### src/rtl/core/tccs_pkg.sv
// ----------------------------------------------------------------------------
// tccs_pkg
// Shared types and constants of the text console with cursor and scroll.
// ----------------------------------------------------------------------------
`default_nettype none

package tccs_pkg;

  // fixed field widths of the item ports
  localparam int unsigned REQ_W  = 2;
  localparam int unsigned CHAR_W = 8;
  localparam int unsigned ROW_W  = 5;
  localparam int unsigned COL_W  = 7;
  localparam int unsigned ATTR_W = 8;
  localparam int unsigned CELL_W = 16;

  // request codes
  typedef enum logic [REQ_W-1:0] {
    REQ_PUT   = 2'd0,
    REQ_READ  = 2'd1,
    REQ_CLEAR = 2'd2,
    REQ_NONE  = 2'd3
  } req_e;

  // character and cell constants
  localparam logic [CHAR_W-1:0] NEWLINE_CHAR = 8'd10;
  localparam logic [CHAR_W-1:0] BLANK_CHAR   = 8'h20;
  localparam logic [ATTR_W-1:0] RESET_ATTR   = 8'h07;
  localparam logic [CELL_W-1:0] RESET_CELL   = {RESET_ATTR, BLANK_CHAR};

  // controller to datapath commands
  typedef struct packed {
    logic latch;     // capture the input item
    logic exec;      // carry out the request
    logic fill;      // write one blank cell and step the fill counters
    logic init;      // fill with the power-on blank cell
    logic load_out;  // move the result into the output register
  } ctrl_cmd_t;

  // datapath to controller status
  typedef struct packed {
    logic need_fill;  // request needs a row fill or a screen fill
    logic fill_last;  // current fill write is the last one
    logic out_busy;   // output register holds an item not taken this cycle
  } ctrl_status_t;

endpackage

`default_nettype wire

### src/rtl/core/tccs_ctrl.sv
// ----------------------------------------------------------------------------
// tccs_ctrl
// Sequencer of the console: power-on clear, request execution, fills and
// hand-off of the result to the output register.
// ----------------------------------------------------------------------------
`default_nettype none

module tccs_ctrl
  import tccs_pkg::*;
(
  input  wire logic         clk_i,
  input  wire logic         rst_ni,
  input  wire logic         in_valid_i,
  output logic              in_ready_o,
  input  wire ctrl_status_t st_i,
  output ctrl_cmd_t         cmd_o
);

  typedef enum logic [4:0] {
    ST_INIT = 5'b00001,
    ST_IDLE = 5'b00010,
    ST_EXEC = 5'b00100,
    ST_FILL = 5'b01000,
    ST_DONE = 5'b10000
  } state_e;

  state_e state_q, state_d;

  // next state and commands
  always_comb begin
    state_d    = state_q;
    cmd_o      = '0;
    in_ready_o = 1'b0;
    case (state_q)
      ST_INIT: begin
        cmd_o.fill = 1'b1;
        cmd_o.init = 1'b1;
        if (st_i.fill_last) begin
          state_d = ST_IDLE;
        end
      end
      ST_IDLE: begin
        in_ready_o = 1'b1;
        if (in_valid_i) begin
          cmd_o.latch = 1'b1;
          state_d     = ST_EXEC;
        end
      end
      ST_EXEC: begin
        cmd_o.exec = 1'b1;
        state_d    = st_i.need_fill ? ST_FILL : ST_DONE;
      end
      ST_FILL: begin
        cmd_o.fill = 1'b1;
        if (st_i.fill_last) begin
          state_d = ST_DONE;
        end
      end
      ST_DONE: begin
        if (!st_i.out_busy) begin
          cmd_o.load_out = 1'b1;
          state_d        = ST_IDLE;
        end
      end
      default: begin
        state_d = ST_IDLE;
      end
    endcase
  end

  // state register
  always_ff @(posedge clk_i or negedge rst_ni) begin
    if (!rst_ni) begin
      state_q <= ST_INIT;
    end else begin
      state_q <= state_d;
    end
  end

endmodule

`default_nettype wire

### config.mk
export PLATFORM = sky130hd
export DESIGN_NAME = tccs_ctrl
export DESIGN_NICKNAME = d
export VERILOG_FILES = /design/src/rtl/core/tccs_pkg.sv /design/src/rtl/core/tccs_ctrl.sv
export SDC_FILE = /design/constraint.sdc
export NUM_CORES = 1
export LEC_CHECK = 0
export BUFFER_PORTS_ARGS = -buffer_cell sky130_fd_sc_hd__buf_2
export CAP_MARGIN = 20
export CORE_AREA = 10 10 47 49
export DETAILED_ROUTE_END_ITERATION = 8
export DIE_AREA = 0 0 57 59
export GPL_TIMING_DRIVEN = 0
export PLACE_DENSITY = 0.45
export SYNTH_ARGS = -nofsm -noshare
export SYNTH_HDL_FRONTEND = slang
export SYNTH_SLANG_ARGS = --single-unit
### constraint.sdc
create_clock -name clk_i -period 1.59 [get_ports clk_i]
set_input_delay 0.159 -clock clk_i [delete_from_list [all_inputs] [get_ports clk_i]]
set_output_delay 0.159 -clock clk_i [all_outputs]
set_load 0.03 [all_outputs]
Yosys cells after proc, flatten, opt, wreduce, memory -nomap -nowiden
Index checks and enable logic that the tools add are counted.

word-level totals
  latch bits = 0
  memory bits (writable) = 0
  flip-flop bits (word level) = 5
  output and inout bits = 6
  memories = 0
  memory bits (read-only) = 0

operators by class
  $lt $le $gt $ge = 0
  reduce and logical (&&, ||, !) cells = 2
  multipliers = 0
  equal/unequal tests = 9
  multiplexer cells = 14
  shifts and indexed selects = 0
  add/subtract/negate cells = 0
  bitwise logic cells = 0
  div/mod/pow operators = 0

operators by type and width
  operator              count
  $mux W5               5
  $pmux W5 S5           1
  $mux W1               8
  $ne A2 B2 Y1 const B  4
  $eq A5 B1 Y1 const B  1
  $eq A5 B2 Y1 const B  1
  $eq A5 B3 Y1 const B  1
  $eq A5 B4 Y1 const B  1
  $eq A5 B5 Y1 const B  1
  $reduce_and A4 Y1     1
  $reduce_or A2 Y1      1

Depth between registers and ports, before layout
  depth in word-level cells = 3
  depth in mapped cells = 4
  depth with buffers taken out = 3

Worst setup path after synthesis
No wires, ideal clock.

  path kind = register to output
  start point = register state_q[3]
  end point = output cmd_o[2] (netlist bit)
  arrival = 1543 ps
  setup slack = -112 ps
  stages on the path, launching flop included = 4
  path through = dfrtp_1 clkbuf_1 xnor2_1 nor4_1

RTL lines
  item                      line             text
  start: declaration        tccs_ctrl.sv:27  state_e state_q, state_d;
  start signal: assignment  tccs_ctrl.sv:76  state_q <= state_d;
  end: declaration          tccs_ctrl.sv:16  output ctrl_cmd_t cmd_o

==> summary.md <==
| Metric | Value |
|---|---|
| Synth top area share | `29.85%` |
| Port Buffer Count | `11` |
| Status | `complete, no violations` |
| # H-tree levels | `1` |
| Gr usage total | `5.152%` |
| Total gr overflow | `0` |
| Final Wtd Congestion | `0.6935` |
| Clock period minus worst slack | `1.461 ns` |
| Clock power share | `18.0%` |
| Final Core Density | `34.02%` |
| Post-route setup TNS | `0 ns` |
| Seq pwr share | `28.9%` |
| Comb power frac | `53.1%` |
| Post-CTS setup buffers | `0` |
| Post-DP HPWL | `660.1 microns` |
| Fin. Hold Viols | `0` |
| F_max | `0.6845 GHz` |
| Synth warn | `0` |
| WL per Instance | `11.94 microns` |
| Io pins | `12` |
| Power, Total | `775.7 uW` |
| Hold Crit Class | `in -> reg` |
| Syn nets | `44` |
| Internal | `444.9 uW` |
| Core area | `0.001401 sq mm` |
| Yosys top cell by area | `dfrtp_1` |
| Initial drt markers | `5` |
| Antenna Nets Post-Route | `0` |
| Syn_area_per_cell | `8.824 sq um` |
| Largest net degree at the start of global routing | `11` |
| Synth unique cells | `23` |
| Final instance area | `476.7 sq um` |
| Chip Height | `59 microns` |
| First-pass GRT wire length | `1366 microns` |
| Row count | `14` |
| Die X-Extent | `57 microns` |
| Drt total wl | `824 microns` |
| Net Sw Frac | `42.64%` |
| Cell area after synthesis | `335.3 sq um` |
| Placed instance area | `416.7 sq um` |
| CP Data Arrival Time | `1.30 ns` |
| Leakage | `0.2189 nW` |
| MaxCap Viol Count | `0` |
| Crit Path Class | `reg -> out` |
| PwrDens | `1627 mW/mm^2` |
| Post-Syn Instances | `38` |
| Psw | `330.8 uW` |
| CTS tree | `built` |
| # diodes | `0` |
| Yosys reg bits | `5` |
| Avg Vias per Cell | `4.536` |
| Layout area overhead | `42.16%` |
| Crit Path Max Fanout | `10` |
| TritonCTS buffer count | `3` |
| Clock root buffer | `clkbuf_4` |
| Proportion of layout cells with a drive suffix above 1 | `43.40%` |
| Vias in the first global route | `329` |
| Seq/Total Area, Yosys | `37.69%` |
| Regs by FF count | `state_q: 5 flops` |
| Starting Density | `23.93%` |
| Reg clk slew, reported paths | `0.04 ns` |
| Initial antenna violation count | `0` |
| Endpoints failing setup | `0` |
| RSZ-0062 raised after global routing | `no` |
| Worst path required time | `1.43 ns` |
| CTS Sinks | `5` |
| Largest register FFs | `5` |
| Final nets | `60` |
| Slew of the pin with the lowest slew margin | `0.3111 ns` |
| Pre-antenna DRT Iters | `4` |
| Vias after detailed routing | `313` |
| CP endpoint kind | `primary output` |
| Biggest register | `state_q` |
| Most area-consuming cells after synthesis | `dfrtp_1, nor3b_1, dfstp_2, nor2_1, and3_1` |
| Slew headroom | `78.97%` |
| Slew Limit Fails | `0` |
| Drt drc | `0` |
| CTS max path bufs | `2` |
| Die ar. | `0.003363 sq mm` |
| Final cycle utilization of the critical path | `91.88%` |
| Max VDD drop | `0.6962 mV` |
| Clk_lat worst skew | `0.23 ns` |
| Final Skew | `0.001465 ns` |
| Setup crit start kind | `flop` |
-- worst max-delay path, cell delays in order, from the launching register on --
cell and delay, ns:
dfrtp_1 0.40, buf_6 0.16, nor3b_2 0.18, and2_1 0.14
buf_2 0.19
-- area by class of cell --
type	instances	area, sq um
timing repair buffer	12	65.06
fill	161	924.6
clock buffer	4	26.28
sequential	5	127.6
tap	16	20.02
buffer	1	11.26
inverter	2	7.507
multi-input combinational	29	219.0
-- synthesized netlist by cell type, drive strengths merged --
cell type	number
and2	1
clkbuf	1
inv	2
dfrtp	4
o31a	1
nand3	1
a21oi	1
xnor2	1
nor4	1
nor4b	1
a31oi	1
dfstp	1
and3	3
or3	1
o21bai	1
buf	1
nor2b	1
nand2	2
o32ai	1
nor2	6
nor3b	4
nand3b	1
and4	1
-- power by group through the flow --
stage                     Sequential (mW)  Combinational (mW)  Clock [mW]
after floorplan                     0.190               0.313           0
after global placement              0.202               0.395           0
after detailed placement            0.199               0.396           0
after CTS                           0.199               0.406       0.149
after global routing                0.230               0.453       0.159
final                               0.224               0.412       0.140
-- cells by family (layout without fill, tap and decap cells) --
family | count (synthesis) | count (layout) | share of synthesized area [%]
AO/OA/AOI/OAI | 5 | 5 | 13.06
XOR/XNOR | 1 | 1 | 2.612
buffers and inverters | 4 | 19 | 6.716
flip-flops | 5 | 5 | 37.69
AND/OR/NAND/NOR | 23 | 23 | 39.93
-- layer usage --
metal	GRT usage [%]	wire length, microns	share of wire, %
met1	5.489	352	43
met4	4.027	0	0
met3	2.790	64	7.8
met2	7.442	407	49
met5	0	0	0
-- timing repair --
action	in CTS	in global routing
hold buffers	1	0
setup endpoints to repair	4	5
gates resized for setup	2	5
hold endpoints to repair	5	0
-- final timing paths --
check,start,end,slack (ns),cells after the start
setup / recovery,state_q[2]$_DFFE_PN0P_,cmd_o[3],0.13,4
hold / removal,st_i[1],state_q[0]$_DFFE_PN1P_,0.10,2
setup reg to reg,state_q[2]$_DFFE_PN0P_,state_q[1]$_DFFE_PN0P_,0.21,4
hold reg to reg,state_q[3]$_DFFE_PN0P_,state_q[3]$_DFFE_PN0P_,0.69,2
max in group asynchronous,rst_ni,state_q[0]$_DFFE_PN1P_,1.13,2
min in group asynchronous,rst_ni,state_q[2]$_DFFE_PN0P_,0.26,2
-- per-stage QoR --
stage	hold slack [ns]	cells	setup slack, ns
4_1_cts	0.09677	70	0.01811
3_5_place_dp	-0.02437	65	0.1909
2_1_floorplan	-0.1366	38	0.2342
3_3_place_gp	-0.02264	65	0.1840
6_report	0.1005	69	0.1291
5_1_grt	0.1114	69	0.005393
-- cell usage in the layout, fill, tap and decap left out, drive strengths merged, types with 2 or more instances in the layout --
cell type  synthesis  routed
nand2              2       2
nor3b              4       4
nor2               6       6
inv                2       2
clkbuf             1       4
dfrtp              4       4
buf                1      12
and3               3       3
Note: power is estimated with default switching activity, not from simulation.
